--- src/design/ssl_pkg.sv ---
// ssl_pkg: request codes, sequencer state types and the compare result struct
// for the sorted sequential list. No dependencies.
`timescale 1ns / 1ps

package ssl_pkg;

  localparam int IDX_W = 7;
  localparam int VAL_W = 32;

  localparam logic [1:0] FN_ORD_INS = 2'd0;
  localparam logic [1:0] FN_POS_INS = 2'd1;
  localparam logic [1:0] FN_DELETE  = 2'd2;
  localparam logic [1:0] FN_FIND    = 2'd3;

  typedef enum logic [1:0] {
    ST_IDLE,
    ST_WALK,
    ST_TAIL
  } state_t;

  // what the walk does with each entry that comes back from the ram
  typedef enum logic [1:0] {
    MD_SCAN_ORD,
    MD_SCAN_FIND,
    MD_SHIFT,
    MD_DELETE
  } mode_t;

  typedef struct packed {
    logic lt;
    logic eq;
  } cmp_res_t;

endpackage

--- src/design/ssl_ram.sv ---
// ssl_ram: generic simple dual-port ram, one write and one registered read port.
// No dependencies.
`timescale 1ns / 1ps

module ssl_ram #(
  parameter int WIDTH = 32,
  parameter int DEPTH = 64
) (
  input  logic                     clk,
  input  logic                     we,
  input  logic [$clog2(DEPTH)-1:0] waddr,
  input  logic [WIDTH-1:0]         wdata,
  input  logic                     re,
  input  logic [$clog2(DEPTH)-1:0] raddr,
  output logic [WIDTH-1:0]         rdata
);

  logic [WIDTH-1:0] mem [DEPTH];

  always_ff @(posedge clk) begin
    if (we) begin
      mem[waddr] <= wdata;
    end
    if (re) begin
      rdata <= mem[raddr];
    end
  end

endmodule

--- src/design/ssl_cmp.sv ---
// ssl_cmp: shared signed compare unit, used by both search and ordered insert.
// Depends on ssl_pkg.
`timescale 1ns / 1ps

module ssl_cmp (
  input  logic signed [ssl_pkg::VAL_W-1:0] key,
  input  logic signed [ssl_pkg::VAL_W-1:0] entry,
  output ssl_pkg::cmp_res_t                res
);

  import ssl_pkg::*;

  always_comb begin
    res.lt = key < entry;
    res.eq = key == entry;
  end

endmodule

--- src/design/sorted_sequential_list.sv ---
// sorted_sequential_list: top level, request sequencer and entry storage.
// Depends on ssl_pkg, ssl_ram and ssl_cmp.
//
// Usage: a request (in_func, in_position, in_value) transfers on a rising edge
// with start high and busy low. Every request gives exactly one result: a
// one-cycle out_valid strobe with out_ok, out_index and out_count. The receiver
// cannot stall, so results must be taken in the strobe cycle.
// Entries live in a ram with one write and one registered read port; the
// sequencer walks them one entry per cycle through a single compare unit.
// Ordered insert scans for the first larger entry, then ripple-shifts the rest
// up one slot; positional insert ripples from the position; delete moves the
// later entries down one slot; find scans until a match or the last entry.
// A rejected request, an insert into an empty list or at the end, and a delete
// of the last entry skip the walk. busy stays high until the strobe cycle; a
// request walks the entries through the single ram read port.
// Reset empties the list at once; no clearing pass is needed since only
// entries below the count are ever read.
`timescale 1ns / 1ps

module sorted_sequential_list #(
  parameter int CAPACITY = 64
) (
  input  logic                             clk,
  input  logic                             rst_n,
  input  logic                             start,
  output logic                             busy,
  input  logic [1:0]                       in_func,
  input  logic [ssl_pkg::IDX_W-1:0]        in_position,
  input  logic signed [ssl_pkg::VAL_W-1:0] in_value,
  output logic                             out_valid,
  output logic                             out_ok,
  output logic [ssl_pkg::IDX_W-1:0]        out_index,
  output logic [ssl_pkg::IDX_W-1:0]        out_count
);

  import ssl_pkg::*;

  localparam int AW = (CAPACITY > 1) ? $clog2(CAPACITY) : 1;
  localparam int CW = $clog2(CAPACITY + 1);
  localparam int WW = (CW > IDX_W) ? CW : IDX_W;

  state_t state_r, state_nxt;
  mode_t  mode_r, mode_nxt;

  logic [CW-1:0]           rd_i_r, rd_i_nxt;
  logic                    rd_vld_r, rd_vld_nxt;
  logic [AW-1:0]           rd_addr_r, rd_addr_nxt;
  logic signed [VAL_W-1:0] carry_r, carry_nxt;
  logic signed [VAL_W-1:0] val_r, val_nxt;
  logic [CW-1:0]           hit_r, hit_nxt;
  logic [CW-1:0]           used_r, used_nxt;

  logic                    out_valid_r, out_ok_r;
  logic [IDX_W-1:0]        out_index_r, out_count_r;

  logic                    ram_we, ram_re;
  logic [AW-1:0]           ram_waddr, ram_raddr;
  logic signed [VAL_W-1:0] ram_wdata, ram_rdata;

  cmp_res_t                cmp;

  logic                    finish, fin_ok;
  logic [CW-1:0]           fin_idx;
  logic                    full, last;
  logic [WW-1:0]           pos_ext, used_ext;

  ssl_ram #(
    .WIDTH(VAL_W),
    .DEPTH(CAPACITY)
  ) u_ram (
    .clk  (clk),
    .we   (ram_we),
    .waddr(ram_waddr),
    .wdata(ram_wdata),
    .re   (ram_re),
    .raddr(ram_raddr),
    .rdata(ram_rdata)
  );

  ssl_cmp u_cmp (
    .key  (val_r),
    .entry(ram_rdata),
    .res  (cmp)
  );

  assign full     = used_r == CW'(CAPACITY);
  assign pos_ext  = WW'(in_position);
  assign used_ext = WW'(used_r);
  assign last     = CW'(rd_addr_r) == used_r - CW'(1);

  always_comb begin
    state_nxt   = state_r;
    mode_nxt    = mode_r;
    rd_i_nxt    = rd_i_r;
    rd_vld_nxt  = 1'b0;
    rd_addr_nxt = rd_addr_r;
    carry_nxt   = carry_r;
    val_nxt     = val_r;
    hit_nxt     = hit_r;
    used_nxt    = used_r;
    ram_re      = 1'b0;
    ram_raddr   = rd_i_r[AW-1:0];
    ram_we      = 1'b0;
    ram_waddr   = rd_addr_r;
    ram_wdata   = carry_r;
    finish      = 1'b0;
    fin_ok      = 1'b0;
    fin_idx     = '0;
    case (state_r)
      ST_IDLE: begin
        if (start) begin
          val_nxt   = in_value;
          carry_nxt = in_value;
          case (in_func)
            FN_ORD_INS: begin
              if (full) begin
                finish = 1'b1;
              end else if (used_r == '0) begin
                hit_nxt   = '0;
                state_nxt = ST_TAIL;
              end else begin
                mode_nxt  = MD_SCAN_ORD;
                rd_i_nxt  = '0;
                state_nxt = ST_WALK;
              end
            end
            FN_POS_INS: begin
              if (full || pos_ext > used_ext) begin
                finish = 1'b1;
              end else if (pos_ext == used_ext) begin
                hit_nxt   = CW'(in_position);
                state_nxt = ST_TAIL;
              end else begin
                // ripple from the position: each old entry moves up one slot
                hit_nxt   = CW'(in_position);
                rd_i_nxt  = CW'(in_position);
                mode_nxt  = MD_SHIFT;
                state_nxt = ST_WALK;
              end
            end
            FN_DELETE: begin
              if (pos_ext >= used_ext) begin
                finish = 1'b1;
              end else if (pos_ext == used_ext - WW'(1)) begin
                // last entry: nothing to move
                finish   = 1'b1;
                fin_ok   = 1'b1;
                fin_idx  = CW'(in_position);
                used_nxt = used_r - CW'(1);
              end else begin
                hit_nxt   = CW'(in_position);
                rd_i_nxt  = CW'(in_position) + CW'(1);
                mode_nxt  = MD_DELETE;
                state_nxt = ST_WALK;
              end
            end
            default: begin
              if (used_r == '0) begin
                finish = 1'b1;
              end else begin
                mode_nxt  = MD_SCAN_FIND;
                rd_i_nxt  = '0;
                state_nxt = ST_WALK;
              end
            end
          endcase
        end
      end
      ST_WALK: begin
        if (rd_i_r < used_r) begin
          ram_re      = 1'b1;
          rd_i_nxt    = rd_i_r + CW'(1);
          rd_vld_nxt  = 1'b1;
          rd_addr_nxt = rd_i_r[AW-1:0];
        end
        if (rd_vld_r) begin
          case (mode_r)
            MD_SCAN_FIND: begin
              if (cmp.eq) begin
                finish    = 1'b1;
                fin_ok    = 1'b1;
                fin_idx   = CW'(rd_addr_r);
                state_nxt = ST_IDLE;
              end else if (last) begin
                finish    = 1'b1;
                state_nxt = ST_IDLE;
              end
            end
            MD_SCAN_ORD: begin
              if (cmp.lt) begin
                // first larger entry: drop the value here and start the ripple
                ram_we    = 1'b1;
                ram_wdata = val_r;
                carry_nxt = ram_rdata;
                hit_nxt   = CW'(rd_addr_r);
                mode_nxt  = MD_SHIFT;
                if (last) begin
                  state_nxt = ST_TAIL;
                end
              end else if (last) begin
                carry_nxt = val_r;
                hit_nxt   = used_r;
                state_nxt = ST_TAIL;
              end
            end
            MD_SHIFT: begin
              ram_we    = 1'b1;
              ram_wdata = carry_r;
              carry_nxt = ram_rdata;
              if (last) begin
                state_nxt = ST_TAIL;
              end
            end
            default: begin
              ram_we    = 1'b1;
              ram_waddr = rd_addr_r - AW'(1);
              ram_wdata = ram_rdata;
              if (last) begin
                finish    = 1'b1;
                fin_ok    = 1'b1;
                fin_idx   = hit_r;
                used_nxt  = used_r - CW'(1);
                state_nxt = ST_IDLE;
              end
            end
          endcase
        end
        if (state_nxt != ST_WALK) begin
          rd_vld_nxt = 1'b0;
        end
      end
      ST_TAIL: begin
        ram_we    = 1'b1;
        ram_waddr = used_r[AW-1:0];
        ram_wdata = carry_r;
        used_nxt  = used_r + CW'(1);
        finish    = 1'b1;
        fin_ok    = 1'b1;
        fin_idx   = hit_r;
        state_nxt = ST_IDLE;
      end
      default: begin
        state_nxt = ST_IDLE;
      end
    endcase
  end

  always_ff @(posedge clk) begin
    if (!rst_n) begin
      state_r     <= ST_IDLE;
      mode_r      <= MD_SCAN_ORD;
      rd_vld_r    <= 1'b0;
      used_r      <= '0;
      out_valid_r <= 1'b0;
    end else begin
      state_r     <= state_nxt;
      mode_r      <= mode_nxt;
      rd_vld_r    <= rd_vld_nxt;
      used_r      <= used_nxt;
      out_valid_r <= finish;
    end
  end

  always_ff @(posedge clk) begin
    rd_i_r    <= rd_i_nxt;
    rd_addr_r <= rd_addr_nxt;
    carry_r   <= carry_nxt;
    val_r     <= val_nxt;
    hit_r     <= hit_nxt;
    if (finish) begin
      out_ok_r    <= fin_ok;
      out_index_r <= IDX_W'(fin_idx);
      out_count_r <= IDX_W'(used_nxt);
    end
  end

  assign busy      = state_r != ST_IDLE;
  assign out_valid = out_valid_r;
  assign out_ok    = out_ok_r;
  assign out_index = out_index_r;
  assign out_count = out_count_r;

  // list never grows past its capacity
  a_used_bound: assert property (@(posedge clk) disable iff (!rst_n)
    used_r <= CW'(CAPACITY))
    else $error("entry count above capacity");

  // each accepted request either keeps the block busy or answers at once
  a_start_resp: assert property (@(posedge clk) disable iff (!rst_n)
    start && !busy |=> busy || out_valid)
    else $error("request transfer lost");

  // the result strobe comes with the sequencer back in idle
  a_strobe_idle: assert property (@(posedge clk) disable iff (!rst_n)
    out_valid |-> state_r == ST_IDLE)
    else $error("result strobe while still busy");

  // the ram is never written while idle
  a_no_idle_write: assert property (@(posedge clk) disable iff (!rst_n)
    state_r == ST_IDLE |-> !ram_we)
    else $error("ram write while idle");

  // the count only moves together with a result
  a_count_moves: assert property (@(posedge clk) disable iff (!rst_n)
    used_r != $past(used_r) |-> out_valid)
    else $error("count changed without a result");

endmodule
--- config.mk ---
export PLATFORM = sky130hd
export DESIGN_NAME = sorted_sequential_list
export DESIGN_NICKNAME = d
export VERILOG_FILES = /design/src/design/ssl_pkg.sv /design/src/design/ssl_ram.sv /design/src/design/ssl_cmp.sv /design/src/design/sorted_sequential_list.sv
export SDC_FILE = /design/constraint.sdc
export NUM_CORES = 2
export LEC_CHECK = 0
export BUFFER_PORTS_ARGS = -buffer_cell sky130_fd_sc_hd__buf_4
export CAP_MARGIN = 15
export CELL_PAD_IN_SITES_DETAIL_PLACEMENT = 1
export CELL_PAD_IN_SITES_GLOBAL_PLACEMENT = 1
export CORE_MARGIN = 4
export CORE_UTILIZATION = 32
export CTS_CLUSTER_DIAMETER = 50
export DETAILED_ROUTE_END_ITERATION = 6
export PLACE_DENSITY = 0.53
export SYNTH_ARGS = -nofsm -noshare
export SYNTH_HDL_FRONTEND = slang
export SYNTH_SLANG_ARGS = --single-unit
export TNS_END_PERCENT = 30
--- constraint.sdc ---
create_clock -name clk -period 15.1 [get_ports clk]
set_clock_uncertainty 0.2 [all_clocks]
set_input_delay 3.02 -clock clk [delete_from_list [all_inputs] [get_ports clk]]
set_output_delay 3.02 -clock clk [all_outputs]
set_load 0.01 [all_outputs]
Word-level counts from Yosys, hierarchy flattened. Memory sizes are Yosys's and may differ from the RTL's. A register that Yosys moved wholly into a read port is not among the register bits. Index checks and enable logic that the tools add are counted.

Word-level logic and storage cells: 180. Register bits: 112. Memories: 1. Bits in writable memories: 2048. Output and inout bits: 17.

Memory list: u_ram.mem (depth 64, width 32, rd ports 1, clocked after memory_dff 1, wr ports 1, RTL line ssl_ram.sv:18) `logic [WIDTH-1:0] mem [DEPTH];`.

Eq/ne operators: 30. Bitwise logic cells: 2. Mux-type cells: 107. Add/sub/neg operators: 5. Reduce and logical (&&, ||, !) cells: 18. $lt $le $gt $ge: 4.

Operator list (count): 2-to-1 mux 32 bit (7); 2-to-1 mux 7 bit (31); case mux 32 bit (2 select lines) (3); case mux 7 bit (3 select lines) (4); 2-to-1 mux 2 bit (23); case mux 7 bit (2 select lines) (3); == test 32 bit (1); < comparator 32 bit (1); inequality test 3 bit, second input constant (8); adder 7 x 1 -> 7 bit, second input constant (3); 2-to-1 mux 1 bit (20); 2-to-1 mux 6 bit (3); == test 7 bit (2); case mux 2 bit (2 select lines) (3); case mux 2 bit (3 select lines) (2); case mux 6 bit (2 select lines) (1); AND reduction 12 bit (1); AND reduction 11 bit (1); case mux 1 bit (3 select lines) (3); inequality test 2 bit, second input constant (4); case mux 1 bit (2 select lines) (4); AND reduction 8 bit (1); == test 6 x 7 -> 1 bit (1); == test 7 bit, second input constant (1); other kinds (23) (35).

Logic depth before layout (Yosys ltp).
Word-level depth: 9. Depth in mapped cells: 14. Depth with buffers taken out: 10.

Modules after synthesis. Synthesis repeated with hierarchy kept, for this count alone.

Cell total of the unflattened synthesis: 4324. Area total of the unflattened synthesis: 87367.5 sq um.

Modules (own cells, without submodules): ssl_ram (area an instance 79359.9 sq um, seq. area each 62459.9 sq um, instances 1, cells an instance 3511); sorted_sequential_list (area an instance 7150.6 sq um, seq. area each 3233.1 sq um, instances 1, cells an instance 696); ssl_cmp (area an instance 857.1 sq um, seq. area each 0.0 sq um, instances 1, cells an instance 117).

Worst setup path before layout. OpenSTA, ideal clock, no wires.

Path kind: input to register. Start point: input start. End point: register out_count_r[0] (netlist: out_count[0]), enable pin. Stages on the path: 4. Data required time: 14504 ps. Path slack: 8509 ps. Library setup time: 396 ps. Arrival time: 5995 ps. Path buffers: 0. Path through: inv_1 nor2_1 o311ai_0 a31oi_1.

Word-level cells in the longest chain between the ends: 2.

RTL lines: start: declaration (RTL line sorted_sequential_list.sv:25) `input logic start,`; 2-to-1 mux 1 bit (RTL line sorted_sequential_list.sv:111) `if (start) begin`; case mux 1 bit (3 select lines) (RTL line sorted_sequential_list.sv:109) `case (state_r)`; via finish (RTL line sorted_sequential_list.sv:62) `logic finish, fin_ok;`; end signal: assignment (RTL line sorted_sequential_list.sv:273) `out_count_r <= IDX_W'(used_nxt);`; end: declaration (RTL line sorted_sequential_list.sv:54) `logic [IDX_W-1:0] out_index_r, out_count_r;`.

The timed path passes the listed nets, and every way through them passes these cells. A chain may end at the register's enable or synchronous reset.

Final worst setup path.
Start point: register state_r[1]. End point: memory u_ram.mem[34][24], enable pin.

Word-level cells in the longest chain between the ends: 4. Elaborated cells between the ends (all ways): 6. Classes of those cells: eq/ne: 2; mux: 4.

RTL lines: start: declaration (RTL line sorted_sequential_list.sv:42) `state_t state_r, state_nxt;`; start signal: assignment (RTL line sorted_sequential_list.sv:256) `state_r <= state_nxt;`; == test 2 bit or == test 2 x 1 -> 1 bit (tied branches) (RTL line sorted_sequential_list.sv:109); case mux 1 bit (2 select lines) (RTL line sorted_sequential_list.sv:109); 2-to-1 mux 1 bit (RTL line ssl_ram.sv:21) `if (we) begin`; 2-to-1 mux 1 bit (not written as such) (RTL line ssl_ram.sv:22) `mem[waddr] <= wdata;`; end: declaration (RTL line ssl_ram.sv:18).

Parallel ways exist; a longest one is shown, timed or not.

==> run summary <==
DRT Pass-1 Iters - 5
Post-CTS Resized - 0
crit path from - state_r[1]
largest net degree at the start of global routing - 124
area grow syn2layout - 15.8%
leading area contributor after synthesis - edfxtp_1
H-Tree Level Count - 4
TritonCTS Buffers - 239
HP Class - flip-flop to flip-flop
WL final - 238,000 µm
I/O Pins - 61
Starting DRT DRC Count - 4,072
syn avg cell area - 22.3 µm²
Flop pwr share - 0.409
P_leak - 30.8 nW
met2 GRT Util - 0.270
ratio of routed vias to standard cells - 5.23
fin crit period - 5.56 ns
Post-Layout Cell Count - 7,878
CP max FO - 71
Die Wd - 528 µm
Post-Syn Area - 86,400 µm²
global route overflow - 0
initial antenna violation count - 18
clock buffer depth - 3
final core occ - 0.373
first-pass GRT wire length - 338,000 µm
#FFs+latches synth - 2,192
Fmax achieved - 0.180 GHz
Power Total - 0.0194 W
met1 Usage GRT - 0.238
dominant cell by count in the synthesized netlist - edfxtp_1
Synth warnings - 0
Seq/Total Area, Yosys - 0.760
unrepaired setup endpoints after global routing - no
overall global routing resource usage - 0.170
status - finished clean
syn_nets - 3,980
Post-Synthesis Cells - 3,873
top cells by area, synth - edfxtp_1 76%, mux4_2 18%, ha_1 0.91%
core outline area - 268,000 µm²
met3 Use GR - 0.0399
Final Max Slew Viols - 0
CTS tree - yes
EDFF count, synth - 2,179
drt drc - 0
Psw - 0.00610 W
setup_tns - 0 ns
Top Usage Layer GRT - met2
HP Start - mode_r[0]
P per Cell Area - 194 nW/µm²
clk_lat worst skew - 0.88 ns
Async S/R FF share, synth - 0
Final Hold Violating Endpoints - 0
register area - 65,700 µm²
Root Buffer - clkbuf_16
DR WL/cell - 30.2 µm
Cells after DPL - 7,406
post-CTS setup buffer count - 0
fill count - 25,500
Combinational Power Share - 0.298
Die Ht - 528 µm
Commonest cells post-synth - 2,179 x edfxtp_1, 672 x mux4_2, 167 x clkbuf_1
Critical Path RT - 15.38 ns
Clk pwr share - 0.293
Max-Cap Viols - 0
critical path endpoint category - flip-flop
FP Rows - 190
max_slew headroom - 0.269
layout cells sized above 1 - 0.312
Synth top area share - 0.757
Min Hold Slack - 0.366 ns
Worst R2R Start - state_r[1]
Vias - 41,200
startpoint types - flip-flop
Clock Sinks - 2,192
Pint - 0.0133 W
worst slew pin tran - 1.09 ns
Clock transition at path regs - 0.06 ns
placer congestion estimate - 0.835
DIE AREA - 278,000 µm²
Final nets - 4,216
crit path DAT - 5.84 ns
initial core utilization - 0.322
number of global-route vias before repair - 44,000
Yosys cell types - 69
sw frac - 0.314
WS Path Type - flip-flop to flip-flop
Synth Flop Type - edfxtp_1
area of the multi-input gates - 20,100 µm²
I/O Buffers - 60
post-route ant nets - 0
final setup vio count - 0
peak supply drop - 0.000153 V
Tcrit/Tclk final - 0.368
Post-CTS Hold Fix Bufs - 0
detailed placer's ending HPWL - 132,000 µm
-- registers in the layout, indices dropped and copies added (netlist names), 6 cells and up --
register	flops
u_ram.mem	2048
carry_r	32
u_ram.rdata	32
val_r	32
hit_r	7
out_count	7
out_index	7
rd_i_r	7
used_ext	7
rd_addr_r	6
-- metal layers --
| metal | share of wire | wire [µm] |
|---|---|---|
| met1 | 0.44 | 104000 |
| met2 | 0.47 | 113000 |
| met3 | 0.067 | 16000 |
| met4 | 0.020 | 4740 |
| met5 | 0 | 0 |
-- per-stage QoR --
stage	worst slack, ns	instance area (µm²)
floorplan	8.51	86400
global placement	8.90	92000
detailed placement	8.79	92000
CTS	9.56	99700
global route	9.28	100000
finish	9.54	100000
-- cells in the final DEF (no fill, tap or decap), types with 16 or more instances in the layout --
master	n
clkinvlp_4	17
mux4_2	672
nor2_4	23
bufinv_16	17
a221o_2	31
clkinv_1	52
buf_12	18
inv_1	66
o21ai_0	44
clkbuf_1	48
clkinv_2	35
edfxtp_1	2179
xnor2_1	16
nand3_1	26
a21oi_1	41
clkbuf_16	240
nor2_1	98
buf_4	193
nor3_2	42
ha_1	62
nand2_1	136
a31oi_1	38
-- critical path: stages, from the launching register on --
cell	delay [ns]
dfxtp_1	0.37
inv_1	0.13
ha_4	0.28
buf_4	0.70
nand3_2	0.14
or3_1	0.35
or2_2	0.30
o41ai_1	0.26
a22o_1	0.49
nand3_1	0.86
nor2_4	0.31
buf_4	0.62
-- power by group through the flow --
stage	clock network (W)	registers, W	logic (W)
floorplan	0	0.00806	0.00357
global placement	0	0.00807	0.00571
detailed placement	0	0.00808	0.00580
CTS	0.00583	0.00795	0.00580
global route	0.00610	0.00794	0.00623
finish	0.00568	0.00793	0.00578
-- cell type report --
type	count	share of cell area
Inverter	67	0.00251
Timing Repair Buffer	211	0.0181
Sequential cell	2192	0.657
Clock buffer	288	0.0618
Multi-Input combinational cell	1398	0.201
Antenna cell	10	0.000250
Tap cell	3552	0.0444
Clock inverter	160	0.0149
-- final timing paths --
check                                    endpoint  slack, ns  depth (start not counted)
worst min-delay path                    mode_r[0]       0.37                          2
worst max register to register  u_ram.mem[34][24]       9.54                         11
worst min register to register          mode_r[0]       0.37                          2
worst max-delay path            u_ram.mem[34][24]       9.54                         11
-- cells by family (layout without fill, tap and decap cells) --
family,Yosys count,count (layout),share of synthesized area
multiplexers,678,678,0.176
AND/OR/NAND/NOR,407,407,0.0213
buffers and inverters,283,726,0.0126
adder cells (fa/ha/maj),63,63,0.00912
AO/OA/AOI/OAI,226,226,0.0182
XOR/XNOR,24,24,0.00275
flip-flops,2192,2192,0.760
other,0,10,0
Power figures use the tool's default switching activity.
